### src/hw/rtl/dhca_ram.sv
// Generic single-write, single-read RAM with a registered read port.
// Depends on nothing.
`timescale 1ns / 1ps

module dhca_ram #(
    parameter int WIDTH = 32,
    parameter int DEPTH = 64
) (
    input  logic                     clk,
    input  logic                     we,
    input  logic [$clog2(DEPTH)-1:0] waddr,
    input  logic [WIDTH-1:0]         wdata,
    input  logic [$clog2(DEPTH)-1:0] raddr,
    output logic [WIDTH-1:0]         rdata
);

    logic [WIDTH-1:0] mem_reg [DEPTH];
    logic [WIDTH-1:0] rdata_reg;

    // Write port and registered read port.
    always_ff @(posedge clk)
    begin
        if (we)
        begin
            mem_reg[waddr] <= wdata;
        end
        rdata_reg <= mem_reg[raddr];
    end

    assign rdata = rdata_reg;

endmodule

### config.mk
export PLATFORM = sky130hd
export DESIGN_NAME = dhca_ram
export DESIGN_NICKNAME = d
export VERILOG_FILES = /design/src/hw/rtl/dhca_ram.sv
export SDC_FILE = /design/constraint.sdc
export NUM_CORES = 2
export LEC_CHECK = 0
export ABC_AREA = 0
export BUFFER_PORTS_ARGS = -buffer_cell sky130_fd_sc_hd__buf_4
export CAP_MARGIN = 20
export CORE_ASPECT_RATIO = 0.8
export CORE_MARGIN = 2
export CORE_UTILIZATION = 67
export DETAILED_ROUTE_END_ITERATION = 8
export PLACE_DENSITY = 0.84
export SKIP_LAST_GASP = 1
export SLEW_MARGIN = 20
export SYNTH_ARGS = -nofsm -noshare
export SYNTH_HDL_FRONTEND = slang
export SYNTH_SLANG_ARGS = --single-unit
export TNS_END_PERCENT = 30
### constraint.sdc
create_clock -name clk -period 7.2 [get_ports clk]
set_clock_uncertainty 0.2 [all_clocks]
set_input_delay 1.08 -clock clk [delete_from_list [all_inputs] [get_ports clk]]
set_output_delay 1.08 -clock clk [all_outputs]
set_load 0.05 [all_outputs]
* Word-level counts from Yosys, hierarchy flattened *
Memory sizes are Yosys's and may differ from the RTL's. A register that Yosys moved wholly into a read port is not among the register bits.
Cells that the tools add are included.

operators by class
  eq/ne operators = 0
  shifts and indexed selects = 0
  $add $sub $neg = 0
  mux-type cells = 2
  bitwise logic cells = 0
  reduce and logical (&&, ||, !) cells = 0
  order comparisons = 0
  div/mod/pow operators = 0
  $mul = 0

operator list
  cell    number
  $mux 1  2

word-level totals
  memories = 1
  register bits = 0
  logic and storage cells = 3
  bits in latches = 0
  bits of input ports = 46
  RAM bits = 2048
  ROM bits = 0

memory list
  memory   words  width  read ports  clocked after Yosys merged registers in  write ports  RTL line  source
  mem_reg  64     32     1           1                                        1            17        logic [WIDTH-1:0] mem_reg [DEPTH];

* Logic depth before layout (Yosys ltp) *
  depth after elaboration = 2
  depth in mapped cells = 10

* Worst setup path before layout *
OpenSTA, ideal clock, no wires.

  kind = input to register
  from = in waddr[3]
  to = mem mem_reg[48][0] (enable)
  path slack = 2.760 ns
  required time = 6.539 ns
  library setup time = 0.461 ns
  buffers on the path = 1
  arrival = 3.779 ns
  stages on the path = 4
  cells stage by stage = clkbuf_1 nor2b_1 nand4b_1 nor3_1

RTL lines
  item                RTL line  source
  start: declaration  11        input logic [$clog2(DEPTH)-1:0] waddr,
  end: declaration    17

No word-level cell before the write port.

==> impl_metrics.csv <==
group,metric,value,unit
routing,via_count,39700,
yosys,yosys.area.top_type_share,0.783,
routing,detail-route-antenna-nets,0,
cts,cts_resized,0,
yosys,synth_area_per_cell,23.6,um^2
cts,cts_tree,"built",
worst_setup_path,ff2ff_path_depth,4,
cts,cts_made_buffers,184,
yosys,async_reset_ff_frac,0,
yosys,ys_seq_area_frac,0.791,
worst_setup_path,reg2reg_from,"mem_reg[31][25]",
cells_and_area,final-seq-area,62100,um^2
yosys,synthCells,3324,
routing,totalWireLength,220000,um
sta,worstMarginPinSlew,1.03,ns
cts,cts_root_buf,"clkbuf_16",
die,coreArea,116000,um^2
yosys,synth.area.top_cells,"edfxtp_1 (78%), mux4_2 (16%), mux2i_1 (1.2%), dfxtp_1 (0.82%), o22ai_1 (0.67%)",
yosys,syn_area,78500,um^2
sta,period_share,0.568,
yosys,ys_seq_elements,2080,
cts,clockBufferDepth,3,
cts,clk_pin_slew_worst_paths,0.07,ns
die,placementRows,112,
sta,relSlewSlack,0.312,
yosys,ys.warnings.count,0,
power,power_density,285,nW/um^2
status,status,"complete, no violations",
worst_setup_path,rrSetupSlack,4.66,ns
yosys,ys.flop_type,"edfxtp_1",
die,die_h,310,um
worst_setup_path,cp-startpoint,"raddr[0]",
routing,wl_per_cell,42.3,um
global_routing,grt_max_degree,115,
sta,holdWs,0.588,ns
global_routing,antenna_found_initial,20,
routing,drt_iter0_markers,7527,
worst_setup_path,rr_endpoint,"rdata[25]",
global_routing,busiest_layer,"met2",
yosys,ys_types,34,
yosys,synth-edff-count,2048,
cells_and_area,layout_commonest_cell,"edfxtp_1",
sta,tns,0,ns
worst_setup_path,crit_required,7.70,ns
flow_run,maxCapViolations,0,
worst_setup_path,crit_fanout,59,
cts,cts_setup_buffers,0,
routing,drc,0,
worst_setup_path,setup.worst_path.class,"input port to flop",
cells_and_area,instances_no_fill,5203,
yosys,synth.largest_area_cell,"edfxtp_1",
power,peakVddDrop,0.275,mV
cells_and_area,multi_input_area,16000,um^2
place,routabilityCongestion,0.828,
sta,slew_violations,0,
sta,max_freq,245,MHz
routing,viasPerCell,7.62,
worst_setup_path,cp.arrival,4.59,ns
global_routing,grtUsageMet3,0.109,
sta,period_minus_slack,4.09,ns
worst_hold_path,min_delay_worst_endpoint,"mem_reg[25][22]",
global_routing,grt_pass1_vias,40500,
place,dp_hpwl,107000,um
worst_hold_path,hold_depth,1,
cts,htreeDepth,4,
cells_and_area,fillers,5587,
power,p_leak,27.3,nW
cells_and_area,fin_util,0.753,
cells_and_area,layout-drive-gt1-share,0.293,
cts,ctsHoldBuffers,0,
worst_hold_path,hold_path.class,"input port to flop",
global_routing,grt.met1_usage,0.495,
global_routing,grt_pass1_wl,308000,um
sta,setup_viol,0,
sta,rsz0062_at_grt,"false",
die,start_util,0.674,
routing,firstDrtPassIters,6,
cells_and_area,largest_reg_flops,2048,
worst_setup_path,end_kind,"flop",
die,io_pins,78,
global_routing,met2_usage,0.591,
global_routing,grt_usage,0.376,
cts,clock_sinks,2080,
die,fp.dieW,387,um
sta,hold_viol_final,0,
worst_setup_path,crit_path_start_kind,"input port",
worst_hold_path,hold_start,"wdata[22]",
yosys,synth_nets,3370,
cells_and_area,areaGrowthSynthToFinish,11.7,%
cells_and_area,nNetsFinal,3544,
global_routing,grt-ovfl-total,0,
cts,insertion_delay,0.83,ns
power,power.total,0.0250,W
cells_and_area,layout_common_cells,"edfxtp_1 (2048), mux4_2 (544), clkbuf_16 (190), buf_4 (159), mux2i_1 (93)",
place,numPortBuffers,77,
die,die_area,120000,um^2
place,numPlacedInstances,4851,
[metal layers]
metal	vias up	part of all wire
met5	-	0.00071
met4	24	0.058
met3	802	0.15
met2	3898	0.47
met1	20300	0.31
li1	14600	-
[cell families (layout without fill, tap and decap cells)]
kind of cell | Yosys count | in the layout | synth area share
muxes | 637 | 637 | 0.168
other | 0 | 9 | 0
and+or+nand+nor | 223 | 223 | 0.0127
DFF | 2080 | 2080 | 0.791
buffers and inverters | 182 | 513 | 0.0113
AOI/OAI and AO/OA | 202 | 202 | 0.0167
[synth_stat cells, types with 3 or more instances]
library cell  instances
edfxtp_1           2048
mux4_2              544
nor2_1              137
mux2i_1              93
o22ai_1              84
clkbuf_1             74
a21oi_1              62
buf_2                57
dfxtp_1              32
o221ai_1             27
nand2_1              26
buf_4                25
buf_1                21
nor2b_1              15
a22oi_1              12
a311oi_1              8
nand2b_1              8
nor3_1                7
buf_6                 5
nand3_1               5
nand3b_1              5
a41o_1                4
and3_1                4
o32ai_1               4
or3_1                 3
or3b_2                3
[how the worst max path moves through the flow]
stage | endpoint | slack (ns) | cells past startpoint
finish | rdata[16] | 3.11 | 8
CTS | rdata[16] | 3.14 | 8
global route | rdata[12] | 2.95 | 7
floorplan | mem_reg[48][0] | 2.76 | 4
detailed placement | rdata[16] | 2.38 | 8
global placement | rdata[16] | 2.44 | 8
[area by class of cell]
class / count / share of cell area
multi-input combinational: 1062 / 0.182
sequential: 2080 / 0.709
antenna: 9 / 0.000257
tap: 1539 / 0.0220
clock buffer: 251 / 0.0599
clock inverter: 92 / 0.0109
timing repair buffer: 170 / 0.0160
[power by group]
| part | leakage [nW] | internal (W) | switching [W] |
|---|---|---|---|
| clock network | 3.05 | 0.00576 | 0.00444 |
| registers | 18.7 | 0.0134 | 0.0000740 |
| logic | 5.58 | 0.000453 | 0.000864 |
| total | 27.3 | 0.0196 | 0.00537 |
[worst max-delay path, cell delays in order]
cell     delay (ns)
buf_8          0.53
buf_4          0.70
buf_4          0.57
mux4_2         0.59
o22ai_1        0.16
nor2_1         0.11
a21oi_1        0.57
nor2_1         0.09
[per-stage QoR]
stage / setup slack [ns] / area (um^2)
final: 3.11 / 87700
after global routing: 2.95 / 87700
after CTS: 3.14 / 87600
after detailed placement: 2.38 / 81400
after global placement: 2.44 / 81400
after floorplan: 2.76 / 78500
Power figures use the tool's default switching activity.
