===== src/hw/rtl/dhca_pkg.sv =====
// Package for the detector hit calibration and addback block.
// Holds sizes, codes, beat and command types shared by the RTL files (all but dhca_ram) and the testbench.
// Depends on nothing.
`timescale 1ns / 1ps

package dhca_pkg;

    // Array geometry.
    localparam int NUM_POSITIONS = 16;
    localparam int NUM_CRYSTALS  = 4;
    localparam int FRAC_BITS     = 8;
    localparam int SLOTS         = NUM_POSITIONS * NUM_CRYSTALS;
    localparam int SLOT_W        = $clog2(SLOTS);
    localparam int E_DEPTH       = SLOTS * 3;
    localparam int T_DEPTH       = SLOTS * 2;
    localparam int EA_W          = $clog2(E_DEPTH);
    localparam int TA_W          = $clog2(T_DEPTH);

    // Shared multiply-accumulate unit.
    localparam int ACC_W = 116;
    localparam int MA_W  = 20;
    localparam int MB_W  = 32;
    localparam int P_W   = MA_W + MB_W;
    localparam int SH_W  = 7;

    // Result scaling: energy has 32 fraction bits, time has 24.
    localparam int E_SHIFT   = 32 - FRAC_BITS;
    localparam int T_SHIFT   = 24 - FRAC_BITS;
    localparam int E_LIM_BIT = 49;
    localparam int T_LIM_BIT = 40;
    localparam int E_OUT_W   = E_LIM_BIT - E_SHIFT;
    localparam int T_OUT_W   = T_LIM_BIT - T_SHIFT;
    localparam int S16K      = 16384;
    localparam int STAMP_SHIFT = 4;

    // Addback sums.
    localparam int SUM_E_W = 27;
    localparam int SUM_T_W = 26;
    localparam int CNT_W   = 3;
    localparam int DIV_CNT_W = $clog2(SUM_T_W + 1);

    // Load targets.
    localparam logic [2:0] WS_C0  = 3'd0;
    localparam logic [2:0] WS_C1  = 3'd1;
    localparam logic [2:0] WS_C2  = 3'd2;
    localparam logic [2:0] WS_D0  = 3'd3;
    localparam logic [2:0] WS_D1  = 3'd4;
    localparam logic [2:0] WS_RING = 3'd5;
    localparam logic [2:0] WS_EEN = 3'd6;
    localparam logic [2:0] WS_TEN = 3'd7;

    // Action, kind and error codes.
    localparam logic ACTION_LOAD  = 1'b0;
    localparam logic ACTION_HIT   = 1'b1;
    localparam logic KIND_CRYSTAL = 1'b0;
    localparam logic KIND_ADDBACK = 1'b1;
    localparam logic [1:0] ERR_NONE = 2'd0;
    localparam logic [1:0] ERR_LOW  = 2'd1;
    localparam logic [1:0] ERR_HIGH = 2'd2;

    typedef struct packed {
        logic               action;
        logic [4:0]         position;
        logic [1:0]         crystal;
        logic [2:0]         word_select;
        logic signed [31:0] value;
        logic [23:0]        cfd_time;
        logic [23:0]        stamp;
        logic               has_energy;
        logic               has_time;
        logic signed [7:0]  dither_e;
        logic signed [7:0]  dither_t;
        logic               last_in_event;
    } item_t;

    typedef struct packed {
        logic        kind;
        logic [4:0]  out_position;
        logic [1:0]  out_crystal;
        logic [26:0] energy;
        logic [23:0] time_res;
        logic        energy_valid;
        logic        time_valid;
        logic        both_valid;
        logic [7:0]  ring;
        logic [2:0]  addback_count;
        logic [1:0]  energy_range_error;
        logic        last;
    } result_t;

    // One product term for the accumulator: acc += +-(a*b << sh).
    typedef struct packed {
        logic            vld;
        logic            clr;
        logic [MA_W-1:0] a;
        logic [MB_W-1:0] b;
        logic [SH_W-1:0] sh;
        logic            neg;
    } mac_cmd_t;

    typedef enum logic [3:0] {
        ST_IDLE,
        ST_LOAD,
        ST_FLUSH,
        ST_DIV,
        ST_EMIT_AB,
        ST_FETCH,
        ST_MAC,
        ST_UPD,
        ST_EMIT_CRY,
        ST_CLOSE
    } state_t;

endpackage


===== src/hw/rtl/dhca_div.sv =====
// Restoring divider for the addback mean time, one quotient bit per cycle.
// Depends on dhca_pkg.
`timescale 1ns / 1ps

module dhca_div
    import dhca_pkg::*;
(
    input  logic               clk,
    input  logic               rst_n,
    input  logic               start,
    input  logic [SUM_T_W-1:0] dividend,
    input  logic [CNT_W-1:0]   divisor,
    output logic               busy,
    output logic [SUM_T_W-1:0] quotient
);

    logic [DIV_CNT_W-1:0] cnt_reg;
    logic [DIV_CNT_W-1:0] cnt_next;
    logic [SUM_T_W-1:0]   dvd_reg;
    logic [SUM_T_W-1:0]   dvd_next;
    logic [CNT_W-1:0]     rem_reg;
    logic [CNT_W-1:0]     rem_next;
    logic [CNT_W-1:0]     dsr_reg;
    logic [CNT_W:0]       partial;
    logic                 fits;

    // One restoring step; quotient bits shift in where dividend bits leave.
    always_comb
    begin
        partial  = {rem_reg, dvd_reg[SUM_T_W-1]};
        fits     = partial >= {1'b0, dsr_reg};
        rem_next = fits ? CNT_W'(partial - {1'b0, dsr_reg}) : partial[CNT_W-1:0];
        dvd_next = {dvd_reg[SUM_T_W-2:0], fits};
        cnt_next = cnt_reg - DIV_CNT_W'(1);
    end

    always_ff @(posedge clk or negedge rst_n)
    begin
        if (!rst_n)
        begin
            cnt_reg <= '0;
        end
        else if (start)
        begin
            cnt_reg <= DIV_CNT_W'(SUM_T_W);
        end
        else if (cnt_reg != '0)
        begin
            cnt_reg <= cnt_next;
        end
    end

    always_ff @(posedge clk)
    begin
        if (start)
        begin
            dvd_reg <= dividend;
            rem_reg <= '0;
            dsr_reg <= divisor;
        end
        else if (cnt_reg != '0)
        begin
            dvd_reg <= dvd_next;
            rem_reg <= rem_next;
        end
    end

    assign busy     = cnt_reg != '0;
    assign quotient = dvd_reg;

endmodule


===== config.mk =====
export PLATFORM = sky130hd
export DESIGN_NAME = dhca_div
export DESIGN_NICKNAME = d
export VERILOG_FILES = /design/src/hw/rtl/dhca_pkg.sv /design/src/hw/rtl/dhca_div.sv
export SDC_FILE = /design/constraint.sdc
export NUM_CORES = 1
export LEC_CHECK = 0
export BUFFER_PORTS_ARGS = -buffer_cell sky130_fd_sc_hd__clkbuf_2
export CORE_MARGIN = 3
export CORE_UTILIZATION = 53
export CTS_CLUSTER_DIAMETER = 30
export DETAILED_ROUTE_END_ITERATION = 16
export MAX_ROUTING_LAYER = met4
export PLACE_DENSITY = 0.84
export SLEW_MARGIN = 20
export SYNTH_ARGS = -nofsm -noshare
export SYNTH_HDL_FRONTEND = slang
export SYNTH_SLANG_ARGS = --single-unit

===== constraint.sdc =====
create_clock -name clk -period 6.3 [get_ports clk]
set_clock_uncertainty 0.1 [all_clocks]
set_input_delay 0.63 -clock clk [delete_from_list [all_inputs] [get_ports clk]]
set_output_delay 0.63 -clock clk [all_outputs]
set_load 0.05 [all_outputs]

Word-level counts from Yosys, hierarchy flattened
Index checks and enable logic that the tools add are counted.

Word-level logic and storage cells: 14. Input port bits: 32. Output and inout bits: 27. Bits in registers: 37.

Reduce and logical (&&, ||, !) cells: 2. Muxes and demuxes: 5. Add/subtract/negate cells: 2. $lt $le $gt $ge: 1.

Operators by type and width (number): $mux 26 (2); $mux 5 (2); $reduce_bool 5->1 (1); $sub 5x1->5 const B (1); $ge 4x3->1 (1); $mux 3 (1); $sub 3x3->3 (1); $reduce_bool 2->1 (1).

Depth between registers and ports, before layout
Depth in word-level cells: 3. Depth in mapped cells: 8. Mapped depth without buffers: 8.

Worst setup path after synthesis
OpenSTA, ideal clock, no wires.

Path kind: in2reg. From: input port start. To: register dvd_reg[0] (netlist: quotient[0]) (enable). Data required time: 5.816 ns. Data arrival time: 1.886 ns. Path slack: 3.931 ns. Library setup time: 0.384 ns. Stages: 3. Cells stage by stage: clkbuf_1 > clkbuf_1 > or2_1.

Word-level cells in the longest chain between the ends: 1.

Ends and longest elaborated chain: from (decl) (line dhca_div.sv:10) `input logic start,`; $reduce_bool 2->1 (no source line); to (signal assigned) (line dhca_div.sv:57) `dvd_reg <= dividend;`; to (signal assigned) (line dhca_div.sv:63) `dvd_reg <= dvd_next;`; to (decl) (line dhca_div.sv:19) `logic [SUM_T_W-1:0] dvd_reg;`.

Every way passes these cells. A chain may end at the register's enable or synchronous reset.

Final worst setup path
From: register cnt_reg[0]. To: output port busy.

Word-level cells in the longest chain between the ends: 1.

Ends and longest elaborated chain: from (decl) (line dhca_div.sv:17) `logic [DIV_CNT_W-1:0] cnt_reg;`; from (signal assigned) (line dhca_div.sv:45) `cnt_reg <= DIV_CNT_W'(SUM_T_W);`; from (signal assigned) (line dhca_div.sv:49) `cnt_reg <= cnt_next;`; $reduce_bool 5->1 (line dhca_div.sv:68) `assign busy = cnt_reg != '0;`; to (decl) (line dhca_div.sv:13) `output logic busy,`.

Every way passes these cells.

==> results.ini <==
[routing]
wl_per_cell_um = 14.3
totalWireLength_um = 3120
drt_iter0_drc = 95
viasPerCell = 5.03
drc = 0
drt_pre_antenna_iters = 5
drtAntennaViolNets = 0
num_vias = 1097

[hold_path]
min_from = divisor[1]
worstHoldPathType = primary input to register
min_to = dsr_reg[1]
holdPathStages = 1

[synthesis]
ys_seq_elements = 37
synth-simple-area-share_pct = 10.2
synthDistinctLibCells = 28
muxShareOfSynthArea_pct = 18.0
yosysMostFrequentCell = edfxtp_1
synth_edf_count = 29
synth_top_area_share_pct = 51.5
synth_compound_area_share_pct = 2.37
synthTopCellsByArea = edfxtp_1, mux2_2, dfrtp_1, dfxtp_1, ha_1
syn_area_per_cell_um2 = 15.0
ys_seq_area_share_pct = 62.4
synth_adder_area_share_pct = 4.14
yosysWarningCount = 0
synth_area_um2 = 1690
synth_area_leader_cell = edfxtp_1
async_flop_share_pct = 13.5
synth_xor_xnor_area_share_pct = 0
synthFlopType = edfxtp_1
syn_nets = 150
syn_inst = 113
synth_commonest_cells = edfxtp_1, mux2_2, nor2_1, inv_1, dfrtp_1
synth_top_family_by_area = multiplexers

[timing]
setup_ws_ps = 3690
period_share_pct = 41.5
slew_violations = 0
fin_crit_ps = 2610
maxSlewHeadroom_pct = 40.4
fmax_mhz = 382
setup_tns_ps = 0
rsz0062_at_grt = no
hold_viol = 0
setup_viol = 0
tightest_slew_ps = 894

[grt]
track_usage_pct = 17.7
grt_overflow = 0
grt_antenna_before_repair = 0
grt_pass1_vias = 1102
grt_first_pass_wirelength_um = 5150
grt_max_degree = 42

[clock_network]
cts_tree = yes
htree_num_levels = 2
clk_latency_ps = 330
cts.sinks = 37
clkTransAtPathRegs_ps = 100
cts_setup_buffers = 0
clk_path_buf_depth = 2
cts_inserted_buffers = 5
cts_root_buf = clkbuf_4

[floorplan]
ios = 59
num_rows = 19
core_um2 = 2900
start_util_pct = 58.3
dieArea_um2 = 3910
fp.dieH_um = 62.5
die_x_um = 62.5

[layout]
final_nets = 212
fillers = 212
largest_reg_flops = 26
area_growth_pct = 22.7
layout-drive-gt1-share_pct = 55.1
n_antenna_cell = 0
design_area_um2 = 2080

[worst_setup_path]
worstReg2RegEnd = quotient[23]
r2r-start = cnt_reg[0]
worstSetupStartpointType = register
worstPathRequired_ps = 5570
cp-end-kind = primary output
r2r_setup_slack_ps = 4040
critPathMaxFanout = 9
r2r_cells = 6
critPathKind = register to primary output
worstPathArrival_ps = 1880

[placed_design]
hpwl_um = 2300
routabilityCongestion = 0.876
post-place-ws_ps = 3530
numPortBuffers = 58
dpl-instance-area_um2 = 2020

[pwr]
clock_power_share_pct = 18.0
switchingPower_mw = 0.226
ir_worst_vdd_v = 0.000226
power_frac_seq_pct = 50.7
internal_power_mw = 0.416
pwr-share-comb_pct = 31.4
swShare_pct = 35.2
p_leak_nw = 0.927
powerDensity_nw_per_um2 = 310

[run_status]
status = finished clean

[flow_run]
maxCapViolCount = 0

-- cells in the final DEF (no fill, tap or decap), drive strengths merged --
cell type / synthesis / final
inv: 7 / 7
o31ai: 1 / 1
or3: 1 / 1
or2: 2 / 2
or3b: 1 / 1
nor3: 2 / 2
nand3b: 2 / 2
and3: 1 / 1
edfxtp: 29 / 29
clkbuf: 2 / 66
a21o: 1 / 1
mux2: 27 / 27
dfrtp: 5 / 5
dlygate4sd3: 0 / 1
nor4: 1 / 1
nand2b: 2 / 2
nand2: 1 / 1
a21oi: 2 / 2
nand3: 4 / 4
o41ai: 1 / 1
dfxtp: 3 / 3
ha: 4 / 4
fa: 1 / 1
o21ai: 1 / 1
nor2: 9 / 9
or4: 1 / 1
-- stage by stage --
step / util (%) / power (mW) / hold WS, ps / cells
finish: 71.6 / 0.643 / 371 / 218
floorplan: - / 0.480 / 234 / 113
detailed placement: 69.5 / 0.532 / 352 / 209
global placement: 69.5 / 0.524 / 350 / 209
CTS: 71.6 / 0.648 / 355 / 218
global route: 71.6 / 0.682 / 333 / 218
-- critical path, cell delays in order, from the launching register on --
cell	delay, ps
dfrtp_1	400
inv_1	80
ha_1	180
or3b_4	420
nor2_8	170
inv_6	60
clkbuf_2	240
-- power by group through the flow --
| stage | Clock [mW] | Combinational [mW] | Sequential, mW |
|---|---|---|---|
| after global placement | 0 | 0.195 | 0.329 |
| after global routing | 0.137 | 0.216 | 0.330 |
| after floorplan | 0 | 0.0771 | 0.403 |
| final | 0.115 | 0.202 | 0.326 |
| after CTS | 0.119 | 0.203 | 0.326 |
| after detailed placement | 0 | 0.202 | 0.330 |
-- routing by layer --
metal	GRT usage, %	wire length, um	up-vias
li1	-	-	545
met1	22.1	1330	505
met2	26.1	1520	39
met3	5.58	200	8
met4	9.09	70	0
met5	-	0	-
-- how the worst max path moves through the flow --
stage | from | to | slack, ps | depth (start not counted)
after floorplan | start | quotient[0] | 3930 | 3
after global placement | start | quotient[14] | 3590 | 2
after detailed placement | start | quotient[15] | 3530 | 2
after CTS | cnt_reg[0] | busy | 3670 | 6
after global routing | cnt_reg[0] | busy | 3560 | 6
final | cnt_reg[0] | busy | 3690 | 6
-- cell type report --
type,count,area [um2],area share [%]
multi-input cells,65,587,28.3
well taps,42,52.6,2.53
repair buffers,59,300,14.5
inverters,7,31.3,1.51
clock buffers,8,48.8,2.35
flip-flops and latches,37,1060,50.9
-- timing repair --
item	CTS	global route
endpoints found under the hold margin	5	0
resized for setup	0	0
hold buffers	1	0
-- cell families (layout without fill, tap and decap cells) --
group           Yosys count  count (layout)
compound gates            6               6
fa+ha+maj                 5               5
buf+inv                  11              74
flops                    37              37
mux                      27              27
simple gates             27              27
Note: power is estimated with default switching activity, not from simulation.
