File: src/hw/rtl/dhca_pkg.sv
// Package for the detector hit calibration and addback block.
// Holds sizes, codes, beat and command types shared by the RTL files (all but dhca_ram) and the testbench.
// Depends on nothing.
`timescale 1ns / 1ps

package dhca_pkg;

    // Array geometry.
    localparam int NUM_POSITIONS = 16;
    localparam int NUM_CRYSTALS  = 4;
    localparam int FRAC_BITS     = 8;
    localparam int SLOTS         = NUM_POSITIONS * NUM_CRYSTALS;
    localparam int SLOT_W        = $clog2(SLOTS);
    localparam int E_DEPTH       = SLOTS * 3;
    localparam int T_DEPTH       = SLOTS * 2;
    localparam int EA_W          = $clog2(E_DEPTH);
    localparam int TA_W          = $clog2(T_DEPTH);

    // Shared multiply-accumulate unit.
    localparam int ACC_W = 116;
    localparam int MA_W  = 20;
    localparam int MB_W  = 32;
    localparam int P_W   = MA_W + MB_W;
    localparam int SH_W  = 7;

    // Result scaling: energy has 32 fraction bits, time has 24.
    localparam int E_SHIFT   = 32 - FRAC_BITS;
    localparam int T_SHIFT   = 24 - FRAC_BITS;
    localparam int E_LIM_BIT = 49;
    localparam int T_LIM_BIT = 40;
    localparam int E_OUT_W   = E_LIM_BIT - E_SHIFT;
    localparam int T_OUT_W   = T_LIM_BIT - T_SHIFT;
    localparam int S16K      = 16384;
    localparam int STAMP_SHIFT = 4;

    // Addback sums.
    localparam int SUM_E_W = 27;
    localparam int SUM_T_W = 26;
    localparam int CNT_W   = 3;
    localparam int DIV_CNT_W = $clog2(SUM_T_W + 1);

    // Load targets.
    localparam logic [2:0] WS_C0  = 3'd0;
    localparam logic [2:0] WS_C1  = 3'd1;
    localparam logic [2:0] WS_C2  = 3'd2;
    localparam logic [2:0] WS_D0  = 3'd3;
    localparam logic [2:0] WS_D1  = 3'd4;
    localparam logic [2:0] WS_RING = 3'd5;
    localparam logic [2:0] WS_EEN = 3'd6;
    localparam logic [2:0] WS_TEN = 3'd7;

    // Action, kind and error codes.
    localparam logic ACTION_LOAD  = 1'b0;
    localparam logic ACTION_HIT   = 1'b1;
    localparam logic KIND_CRYSTAL = 1'b0;
    localparam logic KIND_ADDBACK = 1'b1;
    localparam logic [1:0] ERR_NONE = 2'd0;
    localparam logic [1:0] ERR_LOW  = 2'd1;
    localparam logic [1:0] ERR_HIGH = 2'd2;

    typedef struct packed {
        logic               action;
        logic [4:0]         position;
        logic [1:0]         crystal;
        logic [2:0]         word_select;
        logic signed [31:0] value;
        logic [23:0]        cfd_time;
        logic [23:0]        stamp;
        logic               has_energy;
        logic               has_time;
        logic signed [7:0]  dither_e;
        logic signed [7:0]  dither_t;
        logic               last_in_event;
    } item_t;

    typedef struct packed {
        logic        kind;
        logic [4:0]  out_position;
        logic [1:0]  out_crystal;
        logic [26:0] energy;
        logic [23:0] time_res;
        logic        energy_valid;
        logic        time_valid;
        logic        both_valid;
        logic [7:0]  ring;
        logic [2:0]  addback_count;
        logic [1:0]  energy_range_error;
        logic        last;
    } result_t;

    // One product term for the accumulator: acc += +-(a*b << sh).
    typedef struct packed {
        logic            vld;
        logic            clr;
        logic [MA_W-1:0] a;
        logic [MB_W-1:0] b;
        logic [SH_W-1:0] sh;
        logic            neg;
    } mac_cmd_t;

    typedef enum logic [3:0] {
        ST_IDLE,
        ST_LOAD,
        ST_FLUSH,
        ST_DIV,
        ST_EMIT_AB,
        ST_FETCH,
        ST_MAC,
        ST_UPD,
        ST_EMIT_CRY,
        ST_CLOSE
    } state_t;

endpackage

File: src/hw/rtl/dhca_mac.sv
// Shared multiply-accumulate unit: one 20x32 multiplier, a product register
// and a wide signed accumulator with shifted, optionally negated terms.
// Depends on dhca_pkg.
`timescale 1ns / 1ps

module dhca_mac
    import dhca_pkg::*;
(
    input  logic             clk,
    input  logic             rst_n,
    input  mac_cmd_t         cmd,
    output logic [ACC_W-1:0] acc
);

    logic [P_W-1:0]   prod_reg;
    logic [SH_W-1:0]  sh_reg;
    logic             neg_reg;
    logic             clr_reg;
    logic             vld_reg;
    logic [ACC_W-1:0] acc_reg;
    logic [ACC_W-1:0] acc_next;
    logic [ACC_W-1:0] term;
    logic [ACC_W-1:0] base;

    // Multiply stage.
    always_ff @(posedge clk or negedge rst_n)
    begin
        if (!rst_n)
        begin
            vld_reg <= 1'b0;
        end
        else
        begin
            vld_reg <= cmd.vld;
        end
    end

    always_ff @(posedge clk)
    begin
        prod_reg <= P_W'(cmd.a) * P_W'(cmd.b);
        sh_reg   <= cmd.sh;
        neg_reg  <= cmd.neg;
        clr_reg  <= cmd.clr;
    end

    // Accumulate stage; a negated term is the inverted term plus a carry in.
    always_comb
    begin
        term     = ACC_W'(prod_reg) << sh_reg;
        base     = clr_reg ? '0 : acc_reg;
        acc_next = base + (neg_reg ? ~term : term) + ACC_W'(neg_reg);
    end

    always_ff @(posedge clk)
    begin
        if (vld_reg)
        begin
            acc_reg <= acc_next;
        end
    end

    assign acc = acc_reg;

endmodule

File: config.mk
export PLATFORM = sky130hd
export DESIGN_NAME = dhca_mac
export DESIGN_NICKNAME = d
export VERILOG_FILES = /design/src/hw/rtl/dhca_pkg.sv /design/src/hw/rtl/dhca_mac.sv
export SDC_FILE = /design/constraint.sdc
export NUM_CORES = 2
export LEC_CHECK = 0
export BUFFER_PORTS_ARGS = -buffer_cell sky130_fd_sc_hd__buf_4
export CAP_MARGIN = 10
export CORE_ASPECT_RATIO = 1.4
export CORE_MARGIN = 3
export CORE_UTILIZATION = 35
export DETAILED_ROUTE_END_ITERATION = 7
export GPL_ROUTABILITY_DRIVEN = 0
export PLACE_DENSITY = 0.58
export SYNTH_ARGS = -nofsm -noshare
export SYNTH_HDL_FRONTEND = slang
export SYNTH_SLANG_ARGS = --single-unit
File: constraint.sdc
create_clock -name clk -period 6.02 [get_ports clk]
set_clock_uncertainty 0.1 [all_clocks]
set_input_delay 0.301 -clock clk [delete_from_list [all_inputs] [get_ports clk]]
set_output_delay 0.301 -clock clk [all_outputs]
set_load 0.01 [all_outputs]
-- Yosys cells after proc, flatten, opt, wreduce, memory -nomap -nowiden
Cells that the tools add are included.
- latch bits: 0
- bits in registers: 178
- bits in read-only memories: 0
- input port bits: 64
- output and inout bits: 116
- memories: 0
- bits in writable memories: 0
- logic and storage cells: 13
- shift-type cells: 1
- $add $sub $neg: 2
- reductions and logical operators: 0
- muxes and demuxes: 2
- eq/ne operators: 0
- bitwise operators: 1
- div/mod/pow operators: 0
- $mul: 1
- magnitude comparators: 0
- operator list (cell ; number):
    $mux 116 ; 2
    $add 116x1->116 ; 1
    $add 116x116->116 ; 1
    $not 116->116 ; 1
    $shl 52x7->116 ; 1
    $mul 20x32->52 ; 1

-- Longest topological paths before layout
- depth after elaboration: 5
- gate-level depth with buffers: 28
- mapped depth without buffers: 27

-- Worst setup path before layout
OpenSTA, ideal clock, no wires.
- path type: input port to flip-flop
- start: input port cmd[30] (netlist name)
- end: register prod_reg[50]
- required time: 5848 ps
- setup time: 72 ps
- arrival: 7028 ps
- slack: -1180 ps
- buffers on the path: 1
- stages on the path: 24
- cells stage by stage: clkbuf_1 nand2_1 fa_1 fa_1 fa_1 inv_1 fa_1 fa_1 fa_1 inv_1 fa_1 inv_1 ha_1 a21o_1 a21o_1 a21o_1 o21bai_1 a221o_1 a2111oi_0 a21oi_1 a2111o_1 a31o_2 a21oi_1 xnor2_1
- longest elaborated chain between the ends: 1
- RTL lines (element ; RTL line ; source):
    start, declared ; dhca_mac.sv:11 ; input mac_cmd_t cmd,
    $mul 20x32->52 ; dhca_mac.sv:40 ; prod_reg <= P_W'(cmd.a) * P_W'(cmd.b);
    end signal, assigned ; dhca_mac.sv:40 ;
    end, declared ; dhca_mac.sv:15 ; logic [P_W-1:0] prod_reg;
Every way passes these cells.
A chain may end at the register's enable or synchronous reset.

-- Worst setup path in the final report
- start: input port cmd[16] (netlist name)
- end: register prod_reg[50]
Same word-level chain as after synthesis.

==> impl_metrics.yaml <==
critical_path:
  critPathBufInv: 4
  worstPathMaxFanout: 6
  cp.arrival_ps: 6930
  r2r_slack_ps: 110
  critPathLaunchType: "primary input"
  slowest_delay_ps: 590
  cpLargestDelayFamily: "adder cells"
  path_cells: "buf_12, buf_12, and2_4, fa_1, fa_1, fa_1, fa_2, fa_2, fa_1, inv_2, fa_2, inv_2, ha_4, a21o_1, a21o_1, a21o_1, o21bai_4, a221o_1, a2111oi_4, a21oi_2, a2111o_1, a31o_2, a21oi_2, xnor2_1"
  cpMaxStageDelayCell: "fa_2"
  cp_common_cell: "fa_1"
  endpoint_kind: "flop"
  path_class: "primary input to flop"
  required_ps: 6340
route:
  via_per_inst: 5.179
  drc: 0
  drtIter0Drc: 2263
  met1_length_mm: 49.38
  dr_wl_met3_mm: 5.404
  top_layer: "met4"
  dr_wl_met2_mm: 67.52
  wl_per_cell_um: 19.94
  drt_first_pass_iters: 6
  wirelength_mm: 130.9
  vias: 33990
  ant_nets: 0
yosys:
  netlist_area_mm2: 0.03879
  synthDistinctLibCells: 86
  synthesis.nets: 5474
  seq_area_frac_synth_pct: 12.19
  synth_edf_count: 116
  synth-seq-cells: 178
  netlist_instances: 4597
  postSynth.asyncResetShare_pct: 0.5618
  ys.flop_type: "edfxtp_1"
  syn_avg_cell_area_um2: 8.438
  yosysWarningCount: 0
outcome:
  status: "finished, violations left"
  violations: "setup timing"
finish:
  fillers: 10860
  final_nets: 5976
  area_delta_synth_final_pct: 22.63
  fin_area_mm2: 0.04757
  largest_register_ffs: 116
  num_antenna_cells: 0
  finalNonFillerCells: 6562
  drive_above_1_share_pct: 20.87
clock_network:
  cts.htree.levels: 4
  root_buffer: "clkbuf_16"
  ctsLongestPathBuffers: 2
  clk-insertion-delay-late_ps: 500
  clk_pin_slew_ps: 70
  cts_tree: "done"
  cts_sinks: 178
  cts_buffers: 17
timing:
  fmax_mhz: 151.2
  final_hold_viol_count: 0
  rsz0062_at_grt: "yes"
  holdWs_ps: 207.0
  worst_pin_slew_ps: 1080
  final.min_clock_period_ps: 6613
  slew_violations: 0
  slew_headroom_pct: 27.75
  setup-violations-final: 17
  fin_crit_sh_pct: 109.8
  layout_setup_ws_ps: -592.8
grt:
  grt_max_degree: 75
  overflow: 0
  antenna_found_initial: 0
  grt_usage_pct: 22.56
  grt_pass1_wl_mm: 200.1
  grt_pass1_vias: 35430
floorplan:
  fp.coreArea_mm2: 0.1093
  start_util_pct: 35.48
  fp.dieH_um: 399.9
  pin_count: 180
  rows: 143
  die_x_um: 287.4
  die_area_mm2: 0.1149
place:
  port_buffers: 179
  dp.cells: 6467
  pre_cts_ws_ps: -1206
  dp_hpwl_mm: 109.5
  dpl_cell_area_mm2: 0.04517
job:
  cap_violations: 0
hold_path:
  hp-class: "primary input to flop"
-- Yosys cell counts (10+ instances only) --
cell | number | share of area [%]
and2_1 | 310 | 5.0
a22oi_1 | 17 | 0.33
a21oi_1 | 263 | 3.4
fa_1 | 537 | 28
buf_2 | 10 | 0.13
clkbuf_1 | 257 | 2.5
edfxtp_1 | 116 | 9.0
nor4_1 | 13 | 0.21
nor3_1 | 42 | 0.54
nand2_1 | 604 | 5.8
nand2b_1 | 25 | 0.40
o21bai_1 | 54 | 1.0
nand4_1 | 68 | 1.1
o21a_1 | 13 | 0.25
nor2b_1 | 135 | 2.2
or2_2 | 12 | 0.19
buf_1 | 19 | 0.18
mux2i_1 | 63 | 1.6
xnor2_1 | 140 | 3.2
nor2_1 | 216 | 2.1
dfxtp_1 | 61 | 3.1
o22ai_1 | 25 | 0.40
mux2_2 | 13 | 0.38
and4_1 | 10 | 0.23
xor2_1 | 136 | 3.1
nand3_1 | 36 | 0.46
a31oi_1 | 21 | 0.34
a21o_1 | 97 | 1.9
ha_1 | 276 | 8.9
inv_1 | 639 | 6.2
and3_1 | 12 | 0.19
a211oi_1 | 14 | 0.27
o21ai_0 | 166 | 2.1
mux4_2 | 40 | 2.3
-- repair_timing --
item	4_1_cts	5_1_grt
endpoints found under the setup margin	38	69
hold buffers	12	0
gates cloned	2	3
gates resized for setup	153	175
pin swaps	63	75
endpoints found under the hold margin	11	0
buffers inserted	18	32
-- layout make-up --
cell class                 count  area (um2)  share of cell area (%)
timing repair buffer         770        6600                   13.88
clock inverter                12       111.4                  0.2341
sequential                   178        4748                   9.982
clock buffer                  20       489.2                   1.028
tap                         1450        1814                   3.814
multi-input combinational   3489       31390                   65.99
inverter                     643        2414                   5.074
-- path summary, 6_finish.rpt --
check	startpoint	cells after the start	to
setup / recovery	cmd[16]	24	prod_reg[50]
hold / removal	cmd[40]	2	prod_reg[0]
setup reg to reg	sh_reg[0]	23	acc[113]
hold reg to reg	clr_reg	2	acc[0]
max in group asynchronous	rst_n	3	vld_reg
min in group asynchronous	rst_n	3	vld_reg
-- layer usage --
layer | track usage [%] | vias up
met5 | 0 | -
met3 | 2.388 | 362
met1 | 25.01 | 16640
met4 | 13.16 | 0
li1 | - | 15900
met2 | 41.52 | 1090
-- cell usage in the layout (no fill, tap or decap), types with 58 or more instances in the layout --
cell type	Yosys	layout
xor2_1	136	134
nand4_1	68	68
nor2b_1	135	135
edfxtp_1	116	116
o21ai_0	166	144
a21oi_1	263	242
and2_1	310	278
ha_1	276	262
xnor2_1	140	135
a21o_1	97	97
fa_1	537	502
mux2i_1	63	58
inv_1	639	616
nor2_1	216	210
nand2_1	604	598
buf_4	0	654
-- cell families after synthesis --
kind of cell / after synthesis / share of synthesized area, %
and+or+nand+nor: 1508 / 18.97
muxes: 117 / 4.384
DFF: 178 / 12.19
adders and majority gates: 813 / 36.62
xor gates and xnor gates: 276 / 6.232
AOI/OAI and AO/OA: 775 / 12.55
buffers and inverters: 930 / 9.051
-- through the flow --
step / util, % / TNS, ps
after floorplan: - / -5188
after detailed placement: 41.32 / -25950
after CTS: 42.65 / -2814
after global placement: 41.32 / -25640
final: 43.51 / -4197
after global routing: 43.51 / -7081
Power is left out: the tool's default activity adds up to more than one toggle a clock period on the data nets, which glitch-free logic cannot reach.
